[config.mk]
export PLATFORM = sky130hd
export DESIGN_NAME = led_brightness_current_limiter
export DESIGN_NICKNAME = d
export VERILOG_FILES = /design/src/hw/rtl/lbcl_pkg.sv /design/src/hw/rtl/lbcl_div.sv /design/src/hw/rtl/lbcl_scale.sv /design/src/hw/rtl/led_brightness_current_limiter.sv
export SDC_FILE = /design/constraint.sdc
export NUM_CORES = 2
export LEC_CHECK = 0
export BUFFER_PORTS_ARGS = -buffer_cell sky130_fd_sc_hd__buf_2
export CORE_ASPECT_RATIO = 0.7
export CORE_MARGIN = 3
export CORE_UTILIZATION = 35
export DETAILED_ROUTE_END_ITERATION = 8
export PLACE_DENSITY = 0.57
export SETUP_SLACK_MARGIN = 0.5
export SYNTH_ARGS = -nofsm -noshare
export SYNTH_HDL_FRONTEND = slang
export SYNTH_SLANG_ARGS = --single-unit
[constraint.sdc]
create_clock -name clk -period 6.9 [get_ports clk]
set_clock_uncertainty 0.2 [all_clocks]
set_input_delay 0.345 -clock clk [delete_from_list [all_inputs] [get_ports clk]]
set_output_delay 0.345 -clock clk [all_outputs]
set_load 0.03 [all_outputs]
[src/hw/rtl/lbcl_pkg.sv]
// Shared constants, types and state codes of the LED brightness current limiter.
package lbcl_pkg;

    localparam int MAX_LEDS = 1024;
    localparam int POS_W    = $clog2(MAX_LEDS);
    localparam int CNT_W    = POS_W + 1;
    localparam logic [POS_W-1:0] POS_LAST = POS_W'(MAX_LEDS - 1);

    localparam int CH_W     = 8;
    localparam int NUM_CH   = 3;
    localparam int CH_IDX_W = $clog2(NUM_CH);
    localparam int SUM_W    = 20;
    localparam int BUDGET_W = 26;
    localparam int THR_W    = 9;
    localparam int MA_W     = 16;

    // Shared divider sizing
    localparam int DIV_W  = 38;
    localparam int DEN_W  = 20;
    localparam int DCNT_W = 6;
    localparam int NUM_W  = 29;

    localparam logic [DCNT_W-1:0] NB_BUDGET = DCNT_W'(NUM_W);
    localparam logic [DCNT_W-1:0] NB_THR    = DCNT_W'(THR_W);

    // Current estimate: x/3000 = (x>>3)/375, done as a multiply by ceil(2^34/375).
    // Exact for x>>3 below 2^25; anything from 65536*3000 up saturates.
    localparam int                MA_PROD_W = 51;
    localparam logic [25:0]       MA_RECIP  = 26'd45812985;
    localparam int                MA_SHIFT  = 34;
    localparam logic [DIV_W-1:0]  MA_SAT_AT = DIV_W'(196608000);

    localparam logic [BUDGET_W-1:0] BUDGET_MAX = '1;

    // Configuration register indexes
    localparam int REG_IDX_W = 2;
    localparam logic [REG_IDX_W-1:0] REG_BRIGHTNESS = 2'd0;
    localparam logic [REG_IDX_W-1:0] REG_MA_PER_LED = 2'd1;
    localparam logic [REG_IDX_W-1:0] REG_MA_MAX     = 2'd2;

    typedef enum logic [3:0] {
        ST_IDLE,
        ST_BUDGET,
        ST_BUDGET_WAIT,
        ST_THR,
        ST_THR_WAIT,
        ST_SCALE,
        ST_LIMIT,
        ST_MUL_A,
        ST_MUL_B,
        ST_MA_DIV,
        ST_MA_WAIT,
        ST_PUT
    } state_t;

    typedef struct packed {
        logic              start;
        logic [DCNT_W-1:0] nbits;
        logic [DIV_W-1:0]  dividend;
        logic [DEN_W-1:0]  divisor;
    } div_req_t;

endpackage

[src/hw/rtl/lbcl_div.sv]
// Shared restoring divider, one quotient bit per cycle, dividend left aligned.
module lbcl_div (
    input  logic                    clk,
    input  logic                    rst_n,
    input  lbcl_pkg::div_req_t      req,
    output logic                    done,
    output logic [lbcl_pkg::DIV_W-1:0] quotient
);
    import lbcl_pkg::*;

    logic [DIV_W-1:0]  quot_reg, quot_next;
    logic [DEN_W-1:0]  rem_reg, rem_next;
    logic [DEN_W-1:0]  den_reg, den_next;
    logic [DCNT_W-1:0] cnt_reg, cnt_next;
    logic              busy_reg, busy_next;
    logic              done_reg, done_next;

    logic [DEN_W:0] shifted;
    logic [DEN_W:0] diff;
    logic           ge;

    always_comb
    begin
        shifted = {rem_reg, quot_reg[DIV_W-1]};
        diff    = shifted - {1'b0, den_reg};
        ge      = shifted >= {1'b0, den_reg};
    end

    always_comb
    begin
        quot_next = quot_reg;
        rem_next  = rem_reg;
        den_next  = den_reg;
        cnt_next  = cnt_reg;
        busy_next = busy_reg;
        done_next = 1'b0;
        if (req.start)
        begin
            quot_next = req.dividend;
            rem_next  = '0;
            den_next  = req.divisor;
            cnt_next  = req.nbits;
            busy_next = 1'b1;
        end
        else if (busy_reg)
        begin
            quot_next = {quot_reg[DIV_W-2:0], ge};
            rem_next  = ge ? diff[DEN_W-1:0] : shifted[DEN_W-1:0];
            cnt_next  = cnt_reg - 1'b1;
            if (cnt_reg == DCNT_W'(1))
            begin
                busy_next = 1'b0;
                done_next = 1'b1;
            end
        end
    end

    always_ff @(posedge clk or negedge rst_n)
    begin
        if (!rst_n)
        begin
            busy_reg <= 1'b0;
            done_reg <= 1'b0;
            cnt_reg  <= '0;
        end
        else
        begin
            busy_reg <= busy_next;
            done_reg <= done_next;
            cnt_reg  <= cnt_next;
        end
    end

    always_ff @(posedge clk)
    begin
        quot_reg <= quot_next;
        rem_reg  <= rem_next;
        den_reg  <= den_next;
    end

    // low bits hold the quotient; the bits above are the zero fill of the aligned dividend
    assign done     = done_reg;
    assign quotient = quot_reg;

endmodule

[src/hw/rtl/lbcl_scale.sv]
// Brightness scaling of one color channel.
module lbcl_scale (
    input  logic [lbcl_pkg::CH_W-1:0]  chan,
    input  logic [lbcl_pkg::CH_W-1:0]  bright,
    input  logic [lbcl_pkg::THR_W-1:0] thresh,
    output logic [lbcl_pkg::CH_W-1:0]  scaled
);
    import lbcl_pkg::*;

    logic [2*CH_W-1:0] prod;

    always_comb
    begin
        prod = {{CH_W{1'b0}}, chan} * {{CH_W{1'b0}}, bright};
        if (bright == '0)
            scaled = chan;
        else if (chan == '0)
            scaled = '0;
        else if ({1'b0, chan} <= thresh)
            scaled = CH_W'(1);
        else
            scaled = prod[2*CH_W-1:CH_W];
    end

endmodule

[src/hw/rtl/led_brightness_current_limiter.sv]
// Top level of the LED brightness current limiter: registers, sequencer and frame state.
// A mid-frame pixel runs ST_SCALE per channel, ST_LIMIT, ST_PUT; input stalls until ST_IDLE.
// First pixel of a frame: the budget division first (skipped with zero ma_per_led), then the
// dim threshold when brightness is nonzero. Last pixel: the current estimate before ST_PUT.
// Both divisions share one restoring divider; output stalls hold the sequencer in ST_PUT.
// Reset (rst_n, async, low) clears sequencer, totals and out_valid; loads 0, 60, 2000.
module led_brightness_current_limiter (
    input  logic                            clk,
    input  logic                            rst_n,

    input  logic                            wr_en,
    input  logic [lbcl_pkg::REG_IDX_W-1:0]  wr_index,
    input  logic [15:0]                     wr_data,

    input  logic                            in_valid,
    output logic                            in_stall,
    input  logic [7:0]                      red,
    input  logic [7:0]                      green,
    input  logic [7:0]                      blue,
    input  logic                            last_pixel,

    output logic                            out_valid,
    input  logic                            out_stall,
    output logic [7:0]                      out_red,
    output logic [7:0]                      out_green,
    output logic [7:0]                      out_blue,
    output logic                            was_limited,
    output logic                            frame_end,
    output logic [15:0]                     ma_used,
    output logic [10:0]                     num_limited
);
    import lbcl_pkg::*;

    // ---------------- configuration registers ----------------
    logic [CH_W-1:0] brightness_reg;
    logic [15:0]     ma_per_led_reg;
    logic [15:0]     ma_max_reg;

    always_ff @(posedge clk or negedge rst_n)
    begin
        if (!rst_n)
        begin
            brightness_reg <= '0;
            ma_per_led_reg <= 16'd60;
            ma_max_reg     <= 16'd2000;
        end
        else if (wr_en)
        begin
            unique case (wr_index)
                REG_BRIGHTNESS: brightness_reg <= (wr_data[7:0] == 8'hFF) ? '0 : wr_data[7:0];
                REG_MA_PER_LED: ma_per_led_reg <= wr_data;
                REG_MA_MAX:     ma_max_reg     <= wr_data;
                default:        ;   // unknown index, write dropped
            endcase
        end
    end

    // ---------------- state ----------------
    state_t state_reg, state_next;

    logic [CH_W-1:0]     pix_reg [NUM_CH];
    logic [CH_W-1:0]     scaled_reg [NUM_CH];
    logic                last_reg;
    logic [CH_IDX_W-1:0] ch_idx_reg;

    logic [CH_W-1:0]     frame_bright_reg;
    logic [BUDGET_W-1:0] budget_reg;
    logic [THR_W-1:0]    thr_reg;

    logic [SUM_W-1:0]    used_sum_reg;
    logic                limit_reg;
    logic [CNT_W-1:0]    lim_count_reg;
    logic [POS_W-1:0]    pos_reg;

    logic [CH_W-1:0]     res_pix_reg [NUM_CH];
    logic                res_limited_reg;
    logic [29:0]         mul_a_reg;
    logic [DIV_W-1:0]    mul_b_reg;
    logic [MA_PROD_W-1:0] recip_reg;
    logic [MA_W-1:0]     ma_reg;

    logic                out_valid_reg;
    logic [CH_W-1:0]     out_red_reg, out_green_reg, out_blue_reg;
    logic                out_limited_reg, out_end_reg;
    logic [MA_W-1:0]     out_ma_reg;
    logic [CNT_W-1:0]    out_count_reg;

    // ---------------- handshakes ----------------
    logic in_xfer;
    logic out_free;

    assign in_stall = (state_reg != ST_IDLE);
    assign in_xfer  = in_valid && (state_reg == ST_IDLE);
    assign out_free = !out_valid_reg || !out_stall;

    // ---------------- shared divider ----------------
    div_req_t          div_req;
    logic              div_done;
    logic [DIV_W-1:0]  div_quot;

    lbcl_div u_div (
        .clk      (clk),
        .rst_n    (rst_n),
        .req      (div_req),
        .done     (div_done),
        .quotient (div_quot)
    );

    // budget = (ma_max*7680 + 5) / (ma_per_led*10); 7680 = 8192 - 512
    logic [NUM_W-1:0] budget_num;
    logic [DEN_W-1:0] budget_den;
    logic             den_zero;

    assign budget_num = {ma_max_reg, 13'b0} - {4'b0, ma_max_reg, 9'b0} + NUM_W'(5);
    assign budget_den = {1'b0, ma_per_led_reg, 3'b0} + {3'b0, ma_per_led_reg, 1'b0};
    assign den_zero   = (ma_per_led_reg == '0);

    // ---------------- channel scaler, one channel per cycle ----------------
    logic [CH_W-1:0] scale_out;

    lbcl_scale u_scale (
        .chan   (pix_reg[ch_idx_reg]),
        .bright (frame_bright_reg),
        .thresh (thr_reg),
        .scaled (scale_out)
    );

    // ---------------- budget check ----------------
    logic [9:0]       sum3;
    logic [SUM_W:0]   trial;
    logic             over;
    logic             lim_now;
    logic             nonblack;
    logic [SUM_W-1:0] used_base;
    logic [SUM_W-1:0] used_new;
    logic [CNT_W-1:0] count_new;

    always_comb
    begin
        sum3      = {2'b0, scaled_reg[0]} + {2'b0, scaled_reg[1]} + {2'b0, scaled_reg[2]};
        trial     = {1'b0, used_sum_reg} + {11'b0, sum3};
        over      = {5'b0, trial} > budget_reg;
        lim_now   = limit_reg || over;
        nonblack  = (scaled_reg[0] != '0) || (scaled_reg[1] != '0) || (scaled_reg[2] != '0);
        used_base = lim_now ? used_sum_reg : trial[SUM_W-1:0];
        used_new  = (lim_now && nonblack) ? used_base + SUM_W'(3) : used_base;
        count_new = lim_now ? lim_count_reg + 1'b1 : lim_count_reg;
    end

    // ---------------- sequencer: next state ----------------
    always_comb
    begin
        state_next = state_reg;
        unique case (state_reg)
            ST_IDLE:
                if (in_xfer)
                    state_next = (pos_reg == '0) ? ST_BUDGET : ST_SCALE;
            ST_BUDGET:
                if (!den_zero)
                    state_next = ST_BUDGET_WAIT;
                else
                    state_next = (frame_bright_reg != '0) ? ST_THR : ST_SCALE;
            ST_BUDGET_WAIT:
                if (div_done)
                    state_next = (frame_bright_reg != '0) ? ST_THR : ST_SCALE;
            ST_THR:
                state_next = ST_THR_WAIT;
            ST_THR_WAIT:
                if (div_done)
                    state_next = ST_SCALE;
            ST_SCALE:
                if (ch_idx_reg == CH_IDX_W'(NUM_CH - 1))
                    state_next = ST_LIMIT;
            ST_LIMIT:
                state_next = last_reg ? ST_MUL_A : ST_PUT;
            ST_MUL_A:
                state_next = ST_MUL_B;
            ST_MUL_B:
                state_next = ST_MA_DIV;
            ST_MA_DIV:
                state_next = ST_MA_WAIT;
            ST_MA_WAIT:
                state_next = ST_PUT;
            ST_PUT:
                if (out_free)
                    state_next = ST_IDLE;
            default:
                state_next = ST_IDLE;
        endcase
    end

    // ---------------- sequencer: divider requests ----------------
    always_comb
    begin
        div_req.start    = 1'b0;
        div_req.nbits    = NB_BUDGET;
        div_req.dividend = {budget_num, {(DIV_W - NUM_W){1'b0}}};
        div_req.divisor  = budget_den;
        unique case (state_reg)
            ST_BUDGET:
                div_req.start = !den_zero;
            ST_THR:
            begin
                div_req.start    = 1'b1;
                div_req.nbits    = NB_THR;
                div_req.dividend = {THR_W'(256), {(DIV_W - THR_W){1'b0}}};
                div_req.divisor  = {{(DEN_W - CH_W){1'b0}}, frame_bright_reg};
            end
            default:
                ;
        endcase
    end

    always_ff @(posedge clk or negedge rst_n)
    begin
        if (!rst_n)
            state_reg <= ST_IDLE;
        else
            state_reg <= state_next;
    end

    // ---------------- frame state and control counters ----------------
    always_ff @(posedge clk or negedge rst_n)
    begin
        if (!rst_n)
        begin
            ch_idx_reg       <= '0;
            frame_bright_reg <= '0;
            used_sum_reg     <= '0;
            limit_reg        <= 1'b0;
            lim_count_reg    <= '0;
            pos_reg          <= '0;
            out_valid_reg    <= 1'b0;
        end
        else
        begin
            if (state_reg == ST_IDLE)
                ch_idx_reg <= '0;
            else if (state_reg == ST_SCALE)
                ch_idx_reg <= ch_idx_reg + 1'b1;

            // brightness holds for the whole frame
            if (in_xfer && (pos_reg == '0))
                frame_bright_reg <= brightness_reg;

            if (state_reg == ST_LIMIT)
            begin
                used_sum_reg  <= used_new;
                limit_reg     <= lim_now;
                lim_count_reg <= count_new;
            end

            if ((state_reg == ST_PUT) && out_free)
            begin
                out_valid_reg <= 1'b1;
                if (last_reg)
                begin
                    used_sum_reg  <= '0;
                    limit_reg     <= 1'b0;
                    lim_count_reg <= '0;
                    pos_reg       <= '0;
                end
                else
                    pos_reg <= pos_reg + 1'b1;
            end
            else if (out_valid_reg && !out_stall)
                out_valid_reg <= 1'b0;
        end
    end

    // ---------------- datapath registers ----------------
    always_ff @(posedge clk)
    begin
        if (in_xfer)
        begin
            pix_reg[0] <= red;
            pix_reg[1] <= green;
            pix_reg[2] <= blue;
            // an overlong frame ends at the last slot
            last_reg   <= last_pixel || (pos_reg == POS_LAST);
        end

        if ((state_reg == ST_BUDGET) && den_zero)
            budget_reg <= BUDGET_MAX;
        if ((state_reg == ST_BUDGET_WAIT) && div_done)
            budget_reg <= div_quot[BUDGET_W-1:0];

        if ((state_reg == ST_BUDGET) && (frame_bright_reg == '0))
            thr_reg <= '0;
        if ((state_reg == ST_THR_WAIT) && div_done)
            thr_reg <= div_quot[THR_W-1:0];

        if (state_reg == ST_SCALE)
            scaled_reg[ch_idx_reg] <= scale_out;

        if (state_reg == ST_LIMIT)
        begin
            for (int i = 0; i < NUM_CH; i++)
                res_pix_reg[i] <= (lim_now && nonblack) ? CH_W'(1) : scaled_reg[i];
            res_limited_reg <= lim_now;
            ma_reg          <= '0;
        end

        // ma = (((used*1000) >> 8) * ma_per_led + 500) / 3000, saturated;
        // the /3000 is a drop of 3 bits and a reciprocal multiply by 1/375
        if (state_reg == ST_MUL_A)
            mul_a_reg <= {10'b0, used_sum_reg} * 30'd1000;
        if (state_reg == ST_MUL_B)
            mul_b_reg <= {16'b0, mul_a_reg[29:8]} * {22'b0, ma_per_led_reg} + DIV_W'(500);
        if (state_reg == ST_MA_DIV)
            recip_reg <= {26'b0, mul_b_reg[27:3]} * {25'b0, MA_RECIP};
        if (state_reg == ST_MA_WAIT)
            ma_reg <= (mul_b_reg >= MA_SAT_AT) ? '1 : recip_reg[MA_SHIFT +: MA_W];

        if ((state_reg == ST_PUT) && out_free)
        begin
            out_red_reg     <= res_pix_reg[0];
            out_green_reg   <= res_pix_reg[1];
            out_blue_reg    <= res_pix_reg[2];
            out_limited_reg <= res_limited_reg;
            out_end_reg     <= last_reg;
            out_ma_reg      <= ma_reg;
            out_count_reg   <= last_reg ? lim_count_reg : '0;
        end
    end

    // ---------------- result transfer ----------------
    assign out_valid   = out_valid_reg;
    assign out_red     = out_red_reg;
    assign out_green   = out_green_reg;
    assign out_blue    = out_blue_reg;
    assign was_limited = out_limited_reg;
    assign frame_end   = out_end_reg;
    assign ma_used     = out_ma_reg;
    assign num_limited = out_count_reg;

endmodule
==> impl_metrics.tcl <==
set metrics [dict create \
    hold_start "wr_index[1]" \
    routabilityCongestion 0.929 \
    largest_register_ffs 38 \
    synthesis.nets 5709 \
    die_area_mm2 0.138 \
    clk_latency_ps 650 \
    design_area_mm2 0.0558 \
    whs_path_depth 3 \
    layout-drive-gt1-share_pct 18.8 \
    boundaryPins 103 \
    max_freq_ghz 0.144 \
    grt_max_degree 58 \
    dpl-instance-area_mm2 0.0511 \
    synthCells 4435 \
    period_minus_slack_ps 6940 \
    htree_levels 2 \
    crit_start "mul_b_reg[16]" \
    violations "negative setup slack" \
    synth_area_leader_cell "fa_1" \
    worstPathMaxFanout 7 \
    synth_edf_count 309 \
    crit_required_ps 7070 \
    first_iter_violations 2091 \
    worstMarginPinSlew_ps 1080 \
    ys.flop_type "edfxtp_1" \
    track_usage_pct 17.4 \
    synth-async-reset-ratio_pct 24.2 \
    yosysTopAreaCellShare_pct 28.0 \
    clockRootBuffer "clkbuf_16" \
    maxSlewHeadroom_pct 27.8 \
    setup.worst_path.class "flip-flop to flip-flop" \
    core_area_mm2 0.132 \
    clk_path_buf_depth 3 \
    ys_seq_elements 434 \
    area_growth_pct 19.3 \
    die_y_um 312 \
    route.detailed.wl_per_inst_um 18.0 \
    r2r-start "mul_b_reg[16]" \
    maxSlewViolCount 0 \
    fin_tns_setup_ps -41.7 \
    synth.area.top_cells "fa_1, edfxtp_1, ha_1" \
    final_cell_mix "inv_1, fa_1, ha_1" \
    finalHoldViolCount 0 \
    overflow 0 \
    hp-class "primary input to flip-flop" \
    ant_nets 0 \
    dieWidth_um 443 \
    numCtsBuffers 48 \
    status "finished with violations" \
    fin_nets 6164 \
    via_per_inst 4.85 \
    rr_worst_depth 24 \
    crit_path_start_kind "flip-flop" \
    yosys_warnings 0 \
    io_buffers 102 \
    finalWorstSetupSlack_ps -41.7 \
    vias 32400 \
    grt_pass1_wl_um 190000 \
    cp-end-kind "flip-flop" \
    drcViolationCount 0 \
    cts_tree "done" \
    first_global_vias 32900 \
    crit_arrival_ps 7110 \
    cts.clk_slew.worst_paths_ps 60 \
    antenna_found_initial 5 \
    start_util_pct 35.5 \
    synthesis.area_mm2 0.0467 \
    fin_crit_sh_pct 101 \
    num_rows 111 \
    dp_hpwl_um 95700 \
    firstDrtPassIters 5 \
    synth_seq_area_share_pct 26.4 \
    finalSetupViolCount 1 \
    wirelength_um 121000 \
    cts_sinks 434 \
    cap_violations 0 \
    final_common_cell "inv_1" \
    netlist-cell-type-count 82 \
    rsz0062_at_grt "true" \
    whs_ps 57.4 \
    fin_util_pct 42.3 \
    avgSynthCellArea_um2 10.5 \
]
==> critical path, cell delays in order, from the launching register on <==
cell       delay, ps
edfxtp_1         370
buf_4            240
inv_1             70
ha_1             400
inv_1            130
fa_1             510
inv_1             60
fa_1             520
fa_1             440
fa_1             530
fa_1             520
ha_1             320
ha_1             360
nand3_4          100
nor2_1            60
a221o_1          330
a211oi_2         240
o211ai_1         150
a31oi_1          210
buf_4            170
a2111oi_4         70
o21a_1           220
or2_1            260
a21oi_2          150
xnor2_1           70
==> cells in the mapped netlist, types with 7 or more instances <==
library cell    n
and3_1         36
dfrtp_1        95
o21ai_0       124
xor2_1         54
a22o_1         10
a31oi_1        18
dfxtp_1        20
fa_1          654
nand3_1        65
mux2_2         41
o21bai_1       12
o31ai_1         9
nand4_1        26
ha_1          572
a211oi_1       10
nor2_1        185
o21ai_1         8
mux2i_1        29
nand2_1       386
a21oi_1       149
nor2b_1        14
inv_1         850
edfxtp_1      309
nor3_1         47
xnor2_1       111
a21o_1         47
dfstp_2        10
o21a_1         40
clkbuf_1      119
or2_2          38
nand2b_1       18
o2bb2ai_1       7
o211ai_1       10
and2_1        185
nor4_1         23
or3_1          11
==> layout make-up <==
class | instances | area [µm²]
Clock inverter | 33 | 453
Antenna cell | 3 | 7.51
Tap cell | 1751 | 2190
Fill cell | 12600 | 76000
Inverter | 851 | 3230
Timing Repair Buffer | 532 | 4350
Timing Repair inverter | 2 | 22.5
Multi-Input combinational cell | 3021 | 32000
Sequential cell | 434 | 12300
Clock buffer | 57 | 1240
==> path summary, 6_finish.rpt <==
kind                            slack, ps                 end
worst max-delay path                  -40       recip_reg[49]
worst min-delay path                   60   brightness_reg[7]
worst max register to register        -40       recip_reg[49]
worst min register to register        220          out_red[3]
max in group asynchronous            4970  ma_per_led_reg[12]
min in group asynchronous             120     used_sum_reg[8]
==> metrics by stage <==
| stage | std cells | worst slack (ps) |
|---|---|---|
| floorplan | 4435 | 232 |
| global placement | 6418 | -90.3 |
| detailed placement | 6418 | -186 |
| CTS | 6613 | -37.5 |
| global route | 6682 | -315 |
| finish | 6684 | -41.7 |
==> kinds of logic (layout without fill, tap and decap cells) <==
| logic type | Yosys count | count (layout) | synth area share (%) |
|---|---|---|---|
| buffers and inverters | 980 | 1475 | 7.92 |
| multiplexers | 71 | 71 | 1.63 |
| adder cells (fa/ha/maj) | 1226 | 1226 | 43.3 |
| AND/OR/NAND/NOR | 1058 | 1058 | 10.9 |
| XOR/XNOR | 165 | 165 | 3.09 |
| AO/OA/AOI/OAI | 501 | 501 | 6.76 |
| flip-flops | 434 | 434 | 26.4 |
| other | 0 | 3 | 0 |
==> metal layers <==
metal / wire (µm) / global-route usage, %
met5: 13 / 0
met4: 1830 / 3.13
met3: 9820 / 4.77
met2: 47300 / 23.1
met1: 61600 / 27.7
==> repair_timing <==
item / 4_1_cts / 5_1_grt
hold buffers: 44 / 0
gates resized for setup: 163 / 206
endpoints found under the hold margin: 116 / 0
setup buffers: 61 / 61
cloned: 0 / 7
endpoints found under the setup margin: 53 / 74
pin swaps: 112 / 156
Power is left out: the tool's default activity adds up to more than one toggle a clock period on the data nets, which glitch-free logic cannot reach.
